==> src/hw/rtl/epoch_seconds_to_calendar_macros.svh <==
// Assertion macros used by the calendar converter sequencer.
`ifndef EPOCH_SECONDS_TO_CALENDAR_MACROS_SVH
`define EPOCH_SECONDS_TO_CALENDAR_MACROS_SVH

// Same-cycle implication, sampled on clk, off during reset
`define ECAL_ASSERT_NOW(label, ante, cons, msg) \
  label: assert property (@(posedge clk) disable iff (!rst_n) (ante) |-> (cons)) \
    else $error(msg);

// Next-cycle implication, sampled on clk, off during reset
`define ECAL_ASSERT_NEXT(label, ante, cons, msg) \
  label: assert property (@(posedge clk) disable iff (!rst_n) (ante) |=> (cons)) \
    else $error(msg);

`endif

==> src/hw/rtl/ecal_pkg.sv <==
// Shared types, constants and the month-length function of the calendar converter.
package ecal_pkg;

  // Time constants, sized for the 32-bit seconds datapath
  localparam logic [31:0] SECS_PER_DAY    = 32'd86400;
  localparam logic [31:0] SECS_PER_HOUR   = 32'd3600;
  localparam logic [31:0] SECS_PER_MINUTE = 32'd60;

  // Reciprocals for the odd parts of 86400, 3600 and 60 (675, 225, 15),
  // rounded up; exact over the operand range each one sees
  localparam logic [25:0] DAY_RECIP  = 26'd50903317;  // 2^35 / 675
  localparam logic [13:0] HOUR_RECIP = 14'd9321;      // 2^21 / 225
  localparam logic [10:0] MIN_RECIP  = 11'd1093;      // 2^14 / 15

  localparam logic [8:0]  DAYS_LEAP_YEAR = 9'd366;
  localparam logic [8:0]  DAYS_COMMON_YR = 9'd365;
  localparam logic [11:0] FIRST_YEAR     = 12'd1970;

  // 1970 modulo 4, 100 and 400
  localparam logic [1:0] FIRST_MOD4   = 2'd2;
  localparam logic [6:0] FIRST_MOD100 = 7'd70;
  localparam logic [8:0] FIRST_MOD400 = 9'd370;
  localparam logic [6:0] MOD100_LAST  = 7'd99;
  localparam logic [8:0] MOD400_LAST  = 9'd399;

  localparam logic [3:0] MONTH_FEB  = 4'd1;
  localparam logic [3:0] MONTH_LAST = 4'd11;

  // Datapath operations
  typedef enum logic [2:0] {
    OP_IDLE,
    OP_LOAD,
    OP_DIV_DAY,
    OP_DIV_HOUR,
    OP_DIV_MIN,
    OP_YEAR,
    OP_MONTH,
    OP_FINISH
  } op_t;

  // rem_step: 0 = quotient step, 1 = remainder step of a split
  typedef struct packed {
    op_t  op;
    logic rem_step;
  } ecal_cmd_t;

  typedef struct packed {
    logic year_done;
    logic month_done;
  } ecal_sts_t;

  typedef enum logic [2:0] {
    ST_IDLE,
    ST_DAY,
    ST_HOUR,
    ST_MIN,
    ST_YEAR,
    ST_MONTH,
    ST_FIN
  } state_t;

  // Length of month m (0 = January), February by leap flag
  function automatic logic [4:0] month_days(input logic [3:0] m, input logic leap);
    logic [4:0] len;
    unique case (m)
      MONTH_FEB:                 len = leap ? 5'd29 : 5'd28;
      4'd3, 4'd5, 4'd8, 4'd10:   len = 5'd30;
      default:                   len = 5'd31;
    endcase
    return len;
  endfunction

endpackage

==> src/hw/rtl/ecal_ctrl.sv <==
// Sequencer for the calendar converter: steps the datapath through each phase.
`include "epoch_seconds_to_calendar_macros.svh"

module ecal_ctrl
  import ecal_pkg::*;
(
  input  logic      clk,
  input  logic      rst_n,
  input  logic      in_valid,
  output logic      in_ready,
  output logic      out_valid,
  input  logic      out_ready,
  output ecal_cmd_t cmd,
  input  ecal_sts_t sts
);

  state_t     state_r, state_nxt;
  logic       step_r, step_nxt;
  logic       out_valid_r, out_valid_nxt;
  logic       in_fire;
  logic       fin_fire;

  assign in_fire  = (state_r == ST_IDLE) && in_valid;
  assign fin_fire = (state_r == ST_FIN) && (!out_valid_r || out_ready);

  // Next state and split step: each split is a quotient step then a remainder step
  always_comb begin
    state_nxt = state_r;
    step_nxt  = step_r;
    unique case (state_r)
      ST_IDLE: begin
        if (in_valid) begin
          state_nxt = ST_DAY;
          step_nxt  = 1'b0;
        end
      end
      ST_DAY: begin
        if (step_r) begin
          state_nxt = ST_HOUR;
          step_nxt  = 1'b0;
        end else begin
          step_nxt = 1'b1;
        end
      end
      ST_HOUR: begin
        if (step_r) begin
          state_nxt = ST_MIN;
          step_nxt  = 1'b0;
        end else begin
          step_nxt = 1'b1;
        end
      end
      ST_MIN: begin
        if (step_r) begin
          state_nxt = ST_YEAR;
          step_nxt  = 1'b0;
        end else begin
          step_nxt = 1'b1;
        end
      end
      ST_YEAR: begin
        if (sts.year_done) state_nxt = ST_MONTH;
      end
      ST_MONTH: begin
        if (sts.month_done) state_nxt = ST_FIN;
      end
      ST_FIN: begin
        if (fin_fire) state_nxt = ST_IDLE;
      end
      default: state_nxt = ST_IDLE;
    endcase
  end

  // Datapath command for the current state
  always_comb begin
    cmd.rem_step = step_r;
    unique case (state_r)
      ST_IDLE:  cmd.op = in_valid ? OP_LOAD : OP_IDLE;
      ST_DAY:   cmd.op = OP_DIV_DAY;
      ST_HOUR:  cmd.op = OP_DIV_HOUR;
      ST_MIN:   cmd.op = OP_DIV_MIN;
      ST_YEAR:  cmd.op = OP_YEAR;
      ST_MONTH: cmd.op = OP_MONTH;
      ST_FIN:   cmd.op = fin_fire ? OP_FINISH : OP_IDLE;
      default:  cmd.op = OP_IDLE;
    endcase
  end

  // Result valid: set when the output register loads, cleared when taken
  always_comb begin
    out_valid_nxt = out_valid_r;
    if (fin_fire) begin
      out_valid_nxt = 1'b1;
    end else if (out_ready) begin
      out_valid_nxt = 1'b0;
    end
  end

  always_ff @(posedge clk) begin
    if (!rst_n) begin
      state_r     <= ST_IDLE;
      step_r      <= 1'b0;
      out_valid_r <= 1'b0;
    end else begin
      state_r     <= state_nxt;
      step_r      <= step_nxt;
      out_valid_r <= out_valid_nxt;
    end
  end

  assign in_ready  = (state_r == ST_IDLE);
  assign out_valid = out_valid_r;

  `ECAL_ASSERT_NEXT(a_load_starts_day, in_fire, (state_r == ST_DAY) && !step_r, "day split not started")
  `ECAL_ASSERT_NEXT(a_finish_sets_valid, fin_fire, out_valid_r, "result loaded without valid")
  `ECAL_ASSERT_NEXT(a_year_to_month, (state_r == ST_YEAR) && sts.year_done, state_r == ST_MONTH, "year strip finished but month strip not entered")
  `ECAL_ASSERT_NOW(a_no_overwrite, out_valid_r && !out_ready, cmd.op != OP_FINISH, "pending result overwritten")

endmodule

==> src/hw/rtl/ecal_dp.sv <==
// Datapath of the calendar converter: reciprocal-multiply time split, year and month strip.
module ecal_dp
  import ecal_pkg::*;
(
  input  logic        clk,
  input  logic [31:0] in_epoch_seconds,
  input  ecal_cmd_t   cmd,
  output ecal_sts_t   sts,
  output logic [11:0] out_year,
  output logic [3:0]  out_month,
  output logic [4:0]  out_day_of_month,
  output logic [4:0]  out_hours,
  output logic [5:0]  out_minutes,
  output logic [5:0]  out_seconds_of_minute
);

  logic [31:0] rem_r, rem_nxt;
  logic [15:0] days_r, days_nxt;
  logic [4:0]  hours_r, hours_nxt;
  logic [5:0]  minutes_r, minutes_nxt;
  logic [11:0] year_r, year_nxt;
  logic [1:0]  mod4_r, mod4_nxt;
  logic [6:0]  mod100_r, mod100_nxt;
  logic [8:0]  mod400_r, mod400_nxt;
  logic [3:0]  mon_r, mon_nxt;

  logic [11:0] oyear_r;
  logic [3:0]  omonth_r;
  logic [4:0]  oday_r;
  logic [4:0]  ohours_r;
  logic [5:0]  ominutes_r;
  logic [5:0]  oseconds_r;

  logic [50:0] day_mul;
  logic [26:0] hour_mul;
  logic [20:0] min_mul;
  logic [31:0] day_secs;
  logic [31:0] hour_secs;
  logic [31:0] min_secs;
  logic        leap;
  logic [8:0]  ylen;
  logic [4:0]  mlen;

  // Quotients: drop the power-of-two factor, then multiply by the reciprocal
  assign day_mul  = rem_r[31:7] * DAY_RECIP;   // secs / 128 / 675
  assign hour_mul = rem_r[16:4] * HOUR_RECIP;  // tod / 16 / 225, tod < 86400
  assign min_mul  = rem_r[11:2] * MIN_RECIP;   // rest / 4 / 15, rest < 3600

  // Seconds covered by each quotient, taken off the remainder
  assign day_secs  = {16'd0, days_r} * SECS_PER_DAY;
  assign hour_secs = {27'd0, hours_r} * SECS_PER_HOUR;
  assign min_secs  = {26'd0, minutes_r} * SECS_PER_MINUTE;

  // Gregorian leap rule from running residues of the year
  assign leap = ((mod4_r == 2'd0) && (mod100_r != 7'd0)) || (mod400_r == 9'd0);
  assign ylen = leap ? DAYS_LEAP_YEAR : DAYS_COMMON_YR;
  assign mlen = month_days(mon_r, leap);

  assign sts.year_done  = (days_r < {7'd0, ylen});
  assign sts.month_done = (mon_r == MONTH_LAST) || (days_r < {11'd0, mlen});

  // Next values per operation
  always_comb begin
    rem_nxt     = rem_r;
    days_nxt    = days_r;
    hours_nxt   = hours_r;
    minutes_nxt = minutes_r;
    year_nxt    = year_r;
    mod4_nxt    = mod4_r;
    mod100_nxt  = mod100_r;
    mod400_nxt  = mod400_r;
    mon_nxt     = mon_r;
    case (cmd.op)
      OP_LOAD: begin
        rem_nxt     = in_epoch_seconds;
        days_nxt    = 16'd0;
        hours_nxt   = 5'd0;
        minutes_nxt = 6'd0;
        year_nxt    = FIRST_YEAR;
        mod4_nxt    = FIRST_MOD4;
        mod100_nxt  = FIRST_MOD100;
        mod400_nxt  = FIRST_MOD400;
        mon_nxt     = 4'd0;
      end
      OP_DIV_DAY: begin
        if (cmd.rem_step) begin
          rem_nxt = rem_r - day_secs;
        end else begin
          days_nxt = day_mul[50:35];
        end
      end
      OP_DIV_HOUR: begin
        if (cmd.rem_step) begin
          rem_nxt = rem_r - hour_secs;
        end else begin
          hours_nxt = hour_mul[25:21];
        end
      end
      OP_DIV_MIN: begin
        if (cmd.rem_step) begin
          rem_nxt = rem_r - min_secs;
        end else begin
          minutes_nxt = min_mul[19:14];
        end
      end
      OP_YEAR: begin
        if (!sts.year_done) begin
          days_nxt   = days_r - {7'd0, ylen};
          year_nxt   = year_r + 12'd1;
          mod4_nxt   = mod4_r + 2'd1;
          mod100_nxt = (mod100_r == MOD100_LAST) ? 7'd0 : mod100_r + 7'd1;
          mod400_nxt = (mod400_r == MOD400_LAST) ? 9'd0 : mod400_r + 9'd1;
        end
      end
      OP_MONTH: begin
        if (!sts.month_done) begin
          days_nxt = days_r - {11'd0, mlen};
          mon_nxt  = mon_r + 4'd1;
        end
      end
      default: begin
      end
    endcase
  end

  // Working registers
  always_ff @(posedge clk) begin
    rem_r     <= rem_nxt;
    days_r    <= days_nxt;
    hours_r   <= hours_nxt;
    minutes_r <= minutes_nxt;
    year_r    <= year_nxt;
    mod4_r    <= mod4_nxt;
    mod100_r  <= mod100_nxt;
    mod400_r  <= mod400_nxt;
    mon_r     <= mon_nxt;
  end

  // Output register, loaded when the result is handed over
  always_ff @(posedge clk) begin
    if (cmd.op == OP_FINISH) begin
      oyear_r    <= year_r;
      omonth_r   <= mon_r + 4'd1;
      oday_r     <= days_r[4:0] + 5'd1;
      ohours_r   <= hours_r;
      ominutes_r <= minutes_r;
      oseconds_r <= rem_r[5:0];
    end
  end

  assign out_year              = oyear_r;
  assign out_month             = omonth_r;
  assign out_day_of_month      = oday_r;
  assign out_hours             = ohours_r;
  assign out_minutes           = ominutes_r;
  assign out_seconds_of_minute = oseconds_r;

endmodule

==> src/hw/rtl/epoch_seconds_to_calendar.sv <==
// Top level of the seconds-since-1970 to Gregorian date and time converter.
//
// Input channel: in_epoch_seconds with in_valid / in_ready. One request is a
// 32-bit unsigned count of seconds since 1970-01-01 00:00:00.
// Result channel: out_year, out_month, out_day_of_month, out_hours,
// out_minutes, out_seconds_of_minute with out_valid / out_ready.
// One request gives exactly one result, in order.
// Flow: the day, hour and minute split, then the year strip over the whole
// years after 1970, then the month strip over the whole months into the
// final year, then out_valid. The year strip, one year per cycle, dominates;
// the day, hour and minute split is a reciprocal multiply and a multiply-back
// subtract for each field.
// One request is in work at a time; in_ready is high only while idle, so a
// new request is taken only after the previous conversion has finished.
// The result sits in an output register, so a new request is accepted and
// converted while the previous result waits; if that result is still not
// taken when the next one is done, the converter holds until out_ready.
// Reset (rst_n low, synchronous) returns to idle and drops out_valid.
module epoch_seconds_to_calendar
  import ecal_pkg::*;
(
  input  logic        clk,
  input  logic        rst_n,
  input  logic        in_valid,
  output logic        in_ready,
  input  logic [31:0] in_epoch_seconds,
  output logic        out_valid,
  input  logic        out_ready,
  output logic [11:0] out_year,
  output logic [3:0]  out_month,
  output logic [4:0]  out_day_of_month,
  output logic [4:0]  out_hours,
  output logic [5:0]  out_minutes,
  output logic [5:0]  out_seconds_of_minute
);

  ecal_cmd_t cmd;
  ecal_sts_t sts;

  // Sequencer
  ecal_ctrl u_ctrl (
    .clk       (clk),
    .rst_n     (rst_n),
    .in_valid  (in_valid),
    .in_ready  (in_ready),
    .out_valid (out_valid),
    .out_ready (out_ready),
    .cmd       (cmd),
    .sts       (sts)
  );

  // Arithmetic and result register
  ecal_dp u_dp (
    .clk                   (clk),
    .in_epoch_seconds      (in_epoch_seconds),
    .cmd                   (cmd),
    .sts                   (sts),
    .out_year              (out_year),
    .out_month             (out_month),
    .out_day_of_month      (out_day_of_month),
    .out_hours             (out_hours),
    .out_minutes           (out_minutes),
    .out_seconds_of_minute (out_seconds_of_minute)
  );

endmodule
==> config.mk <==
export PLATFORM = sky130hd
export DESIGN_NAME = epoch_seconds_to_calendar
export DESIGN_NICKNAME = d
export VERILOG_FILES = /design/src/hw/rtl/ecal_pkg.sv /design/src/hw/rtl/ecal_ctrl.sv /design/src/hw/rtl/ecal_dp.sv /design/src/hw/rtl/epoch_seconds_to_calendar.sv
export VERILOG_INCLUDE_DIRS = /design/src /design/src/hw/rtl
export SDC_FILE = /design/constraint.sdc
export NUM_CORES = 1
export LEC_CHECK = 0
export ABC_AREA = 1
export BUFFER_PORTS_ARGS = -buffer_cell sky130_fd_sc_hd__buf_2
export CAP_MARGIN = 5
export CORE_UTILIZATION = 65
export DETAILED_ROUTE_END_ITERATION = 16
export PLACE_DENSITY = 0.84
export SYNTH_ARGS = -nofsm -noshare
export SYNTH_HDL_FRONTEND = slang
export SYNTH_SLANG_ARGS = --single-unit
==> constraint.sdc <==
create_clock -name clk -period 14.3 [get_ports clk]
set_input_delay 1.43 -clock clk [delete_from_list [all_inputs] [get_ports clk]]
set_output_delay 1.43 -clock clk [all_outputs]
set_load 0.05 [all_outputs]
== Word-level counts from Yosys, hierarchy flattened ==
Index checks and enable logic that the tools add are counted.

* Register bits after elaboration: 136
* Bits in latches: 0
* Memory bits (writable): 0
* ROM bits: 0
* Output and inout bits: 40
* Logic and storage cells: 144
* Memories: 0

* $add $sub $neg: 11
* Multiply operators: 6
* Div/mod/pow operators: 0
* $lt $le $gt $ge: 2
* Eq/ne operators: 36
* Shift operators: 0
* Multiplexer cells: 43
* Bitwise logic cells: 0
* Reductions and logical operators: 28

{| class="wikitable"
|+ Operators with widths
! cell !! count
|-
| 32-bit case mux with 4 select lines || 1
|-
| 32-bit two-way mux || 3
|-
| 16-bit case mux with 4 select lines || 1
|-
| 25-bit by 26-bit multiplier with 51-bit output, second input constant || 1
|-
| 16-bit two-way mux || 3
|-
| 3-bit case mux with 7 select lines || 2
|-
| 32-bit by 12-bit subtractor with 32-bit output || 1
|-
| 32-bit by 17-bit subtractor with 32-bit output || 1
|-
| 32-bit subtractor || 1
|-
| 13-bit by 14-bit multiplier with 26-bit output, second input constant || 1
|-
| 16-bit by 10-bit multiplier with 25-bit output, second input constant || 1
|-
| 3-bit two-way mux || 8
|-
| 12-bit case mux with 2 select lines || 1
|-
| 2-bit != test, second input constant || 11
|-
| 3-bit == test, second input constant || 7
|-
| 10-bit by 11-bit multiplier with 20-bit output, second input constant || 1
|-
| 5-bit case mux with 2 select lines || 2
|-
| 9-bit two-way mux || 2
|-
| 9-bit case mux with 2 select lines || 1
|-
| 16-bit by 5-bit < comparator with 1-bit output || 1
|-
| 16-bit by 9-bit < comparator with 1-bit output || 1
|-
| 16-bit by 5-bit subtractor with 16-bit output || 1
|-
| 16-bit by 9-bit subtractor with 16-bit output || 1
|-
| 7-bit two-way mux || 2
|-
| 42 further kinds || 71
|}

== Logic depth before layout (Yosys ltp) ==
* Depth after elaboration: 9
* Depth in mapped cells: 31

== Cells and area by module ==
From an unflattened synthesis, not the netlist that was laid out.

* Cell total of the unflattened synthesis: 3794
* Area total of the unflattened synthesis: 29011.6 µm²

{| class="wikitable"
|+ By module, submodules not included
! module !! times used !! cells each !! area an instance (µm²)
|-
| ecal_dp || 1 || 3732 || 28660.0
|-
| ecal_ctrl || 1 || 62 || 351.6
|}

== Worst setup path after synthesis ==
Ideal clock, no wire load.

* Kind: register to register
* Start point: register u_dp.rem_r[12]
* End point: register u_dp.days_r[10], data pin
* Setup time: 254 ps
* Arrival: 5376 ps
* Slack: 8670 ps
* Cell stages (with the launch flop): 23
* Cell sequence: edfxtp_1 > inv_1 > ha_1 > fa_1 > ha_1 > inv_1 > fa_1 > inv_1 > fa_1 > fa_1 > inv_1 > fa_1 > inv_1 > ha_1 > nand2_1 > nor2_1 > nand3_1 > nor3_1 > o21ai_0 > nand3_1 > nand2_1 > nand3_1 > nand2_1

* Cells in the longest elaborated chain, start to end: 3

{| class="wikitable"
|+ Ends and longest elaborated chain
! what !! line !! text
|-
| from (decl) || ecal_dp.sv:17 || <nowiki>logic [31:0] rem_r, rem_nxt;</nowiki>
|-
| from (signal assigned) || ecal_dp.sv:128 || <nowiki>rem_r <= rem_nxt;</nowiki>
|-
| 25-bit by 26-bit multiplier with 51-bit output || ecal_dp.sv:45 || <nowiki>assign day_mul = rem_r[31:7] * DAY_RECIP;</nowiki>
|-
| 16-bit two-way mux || ecal_dp.sv:86 || <nowiki>if (cmd.rem_step) begin</nowiki>
|-
| 16-bit case mux with 4 select lines || ecal_dp.sv:73 || <nowiki>case (cmd.op)</nowiki>
|-
| via u_dp.days_nxt[10] || ecal_dp.sv:18 || <nowiki>logic [15:0] days_r, days_nxt;</nowiki>
|-
| to (signal assigned) || ecal_dp.sv:129 || <nowiki>days_r <= days_nxt;</nowiki>
|-
| to (decl) || ecal_dp.sv:18 ||
|}

The timed path passes the listed nets, and every way through them passes these cells. The select of a mux whose other input is x is not followed.
A chain may end at the register's enable or synchronous reset.

== Worst setup path after layout ==
* Start point: register u_dp.rem_r[17]
* End point: register u_dp.days_r[0], data pin

The elaborated chain is that of the path after synthesis.

==> impl_metrics.env <==
export IMPL_worstHoldStart="u_dp.rem_r[1]"
export IMPL_r2r_end="u_dp.days_r[0]"
export IMPL_dr_total_vias=25543
export IMPL_synth_area_leaders="ha_1 26%, fa_1 18%, edfxtp_1 14%"
export IMPL_ys_ff_latch=136
export IMPL_rrSetupSlack_ns=7.77
export IMPL_post_route_drc_count=0
export IMPL_drive_gt1_share_pct=4.00
export IMPL_postCtsSetupBuffers=0
export IMPL_path_class="flip-flop to flip-flop"
export IMPL_synthCells=3770
export IMPL_worst_ep_arrival_time_ns=6.76
export IMPL_wl_met1_um=35200
export IMPL_first_pass_iters=9
export IMPL_crit_path_end="u_dp.days_r[0]"
export IMPL_place_port_buffers=75
export IMPL_slew_limit_headroom_pct=26.6
export IMPL_drtAntennaViolNets=0
export IMPL_ys_warn_count=0
export IMPL_mostFrequentLayoutCell="inv_1"
export IMPL_routed_wl_met2_um=38000
export IMPL_highest_layer="met4"
export IMPL_grt_max_degree=39
export IMPL_rr_startpoint="u_dp.rem_r[17]"
export IMPL_die_area_mm2=0.0454
export IMPL_rsz0062_at_grt="no"
export IMPL_setup_tns_final_ns=0
export IMPL_hold_buffers=0
export IMPL_clock_sinks=136
export IMPL_fin_worst_skew_ns=0.0165
export IMPL_grt_usage_pct=38.7
export IMPL_cts_made_buffers=17
export IMPL_maxCapViolCount=0
export IMPL_finalWeightedCongestion=1.01
export IMPL_cts_root_buf="clkbuf_16"
export IMPL_hold_path_class="flip-flop to flip-flop"
export IMPL_ys_flop_type="edfxtp_1"
export IMPL_grt_pass1_wl_um=133000
export IMPL_synth_edff_count=131
export IMPL_totalWireLength_um=84800
export IMPL_final_cell_mix="871 x inv_1, 735 x nand2_1, 596 x ha_1"
export IMPL_pin_count=76
export IMPL_h_tree_depth=4
export IMPL_gr_total_overflow=0
export IMPL_die_x_um=213
export IMPL_r2r_cells=22
export IMPL_syn_nets=4668
export IMPL_final_hold_viol_count=0
export IMPL_grt_pass1_vias=24828
export IMPL_tightest_slew_ns=1.10
export IMPL_nNetsFinal=4758
export IMPL_outcome="complete, no violations"
export IMPL_post_drt_wl_per_cell_um=19.0
export IMPL_finalCritPeriodShare_pct=45.6
export IMPL_critPathLaunch="u_dp.rem_r[17]"
export IMPL_clk_latency_ns=0.47
export IMPL_dpl_hpwl_um=71900
export IMPL_area_growth_syn_to_layout_pct=6.03
export IMPL_met3WireLength_um=7310
export IMPL_critPathRequiredTime_ns=14.53
export IMPL_fp_coreArea_mm2=0.0436
export IMPL_vias_per_cell=5.73
export IMPL_synth_area_mm2=0.0290
export IMPL_dieHeight_um=213
export IMPL_clockBufferDepth=2
export IMPL_yosys_area_top_type_share_pct=25.7
export IMPL_cts_resized=0
export IMPL_startpoint_type="flip-flop"
export IMPL_yosysUniqueCellTypes=47
export IMPL_endpoint_kind="flip-flop"
export IMPL_avgSynthCellArea_um2=7.69
export IMPL_ys_seq_area_share_pct=13.9
export IMPL_initial_utilization_pct=66.5
export IMPL_dr_first_iter_drc_count=2427
export IMPL_cts_tree="built"
export IMPL_async_flop_share_pct=0
export IMPL_finalSetupViolCount=0
export IMPL_fmax_mhz=153
export IMPL_antenna_cells=0
export IMPL_row_count=76
export IMPL_cp_max_fo=12
export IMPL_synth_top_area_cell="ha_1"
export IMPL_antenna_found_initial=0
export IMPL_fin_crit_ns=6.53
export IMPL_clkTransAtPathRegs_ns=0.08
export IMPL_slew_viol_final=0
worst min path at each step:
stage                                          to  slack [ns]  cells past startpoint
finish              u_dp.out_seconds_of_minute[1]        0.42                      0
global route        u_dp.out_seconds_of_minute[1]        0.45                      0
CTS                 u_dp.out_seconds_of_minute[1]        0.43                      0
detailed placement  u_dp.out_seconds_of_minute[1]        0.41                      0
global placement    u_dp.out_seconds_of_minute[1]        0.40                      0
floorplan           u_dp.out_seconds_of_minute[0]        0.40                      0
critical path, cell delays in order (launching register included):
cell	delay [ns]
edfxtp_1	0.88
inv_1	0.34
ha_1	0.40
ha_1	0.28
inv_1	0.08
fa_1	0.53
fa_1	0.45
fa_1	0.58
inv_1	0.06
fa_1	0.55
inv_1	0.07
fa_1	0.53
inv_1	0.04
ha_1	0.31
nand2_1	0.14
inv_1	0.06
a21oi_1	0.30
o21a_1	0.19
nor2_1	0.05
nor2_1	0.20
nand3_1	0.11
nand2_1	0.07
o21bai_1	0.06
kinds of logic after synthesis:
| group | count (synthesis) | synth area share [%] |
|---|---|---|
| adders and majority gates | 862 | 44.1 |
| AOI/OAI and AO/OA | 414 | 7.76 |
| and+or+nand+nor | 1388 | 20.4 |
| xor gates and xnor gates | 69 | 2.09 |
| DFF | 136 | 13.9 |
| buffers and inverters | 901 | 11.8 |
cell type report:
type	instances	area, um2
multi-input combinational	2733	21600
fill	3629	12800
sequential	136	4030
clock buffer	17	425
timing repair buffer	90	488
tap	585	732
inverter	882	3310
clock inverter	15	180
through the flow:
step / utilization, % / hold slack [ns] / std cells / instance area (um2) / setup WS, ns
floorplan: - / 0.400 / 3770 / 29000 / 8.67
global placement: 69.2 / 0.402 / 4426 / 30100 / 7.95
detailed placement: 69.2 / 0.410 / 4426 / 30100 / 7.94
CTS: 70.5 / 0.426 / 4458 / 30700 / 7.89
global route: 70.5 / 0.454 / 4458 / 30700 / 7.48
finish: 70.5 / 0.425 / 4458 / 30700 / 7.77
sequential cells by signal, summed over array words and instances, names as in the netlist, 5 cells and up:
register and count:
u_dp.out_year 12, u_dp.hours_r 5, u_dp.year_r 12, u_dp.out_minutes 6, u_dp.out_day_of_month 5, u_dp.rem_r 32
u_dp.mod100_r 7, u_dp.out_seconds_of_minute 6, u_dp.days_r 16, u_dp.mod400_r 9, u_dp.out_hours 5, u_dp.minutes_r 6
layer usage:
metal  up-vias  track usage, %
li1      12274               -
met1     11826            50.3
met2      1181            63.0
met3       262            6.94
met4         0            17.4
met5         -               0
synth_stat cells, types with 2 or more instances:
cell	instances
buf_4	3
nand4_1	79
nor2_4	4
fa_1	266
and3_1	2
a21o_1	9
nand3_1	215
edfxtp_1	131
dfxtp_1	5
o21ai_1	4
nand2_1	735
nor3b_1	3
clkbuf_1	3
clkinv_1	3
ha_1	596
nor2_1	273
nand3b_1	11
o21bai_1	21
a221oi_1	3
o221ai_1	2
xor2_1	48
nor4_1	5
and2_1	9
a31oi_1	7
o22ai_1	6
a21oi_1	199
xnor2_1	21
inv_2	8
o211ai_1	3
inv_1	871
o21a_1	3
o2111ai_1	5
or2_2	11
buf_2	13
a21boi_0	3
nor3_1	35
nand2_2	4
o21ai_0	141
a211oi_1	2
Power is left out: the tool's default activity adds up to more than one toggle a clock period on the data nets, which glitch-free logic cannot reach.
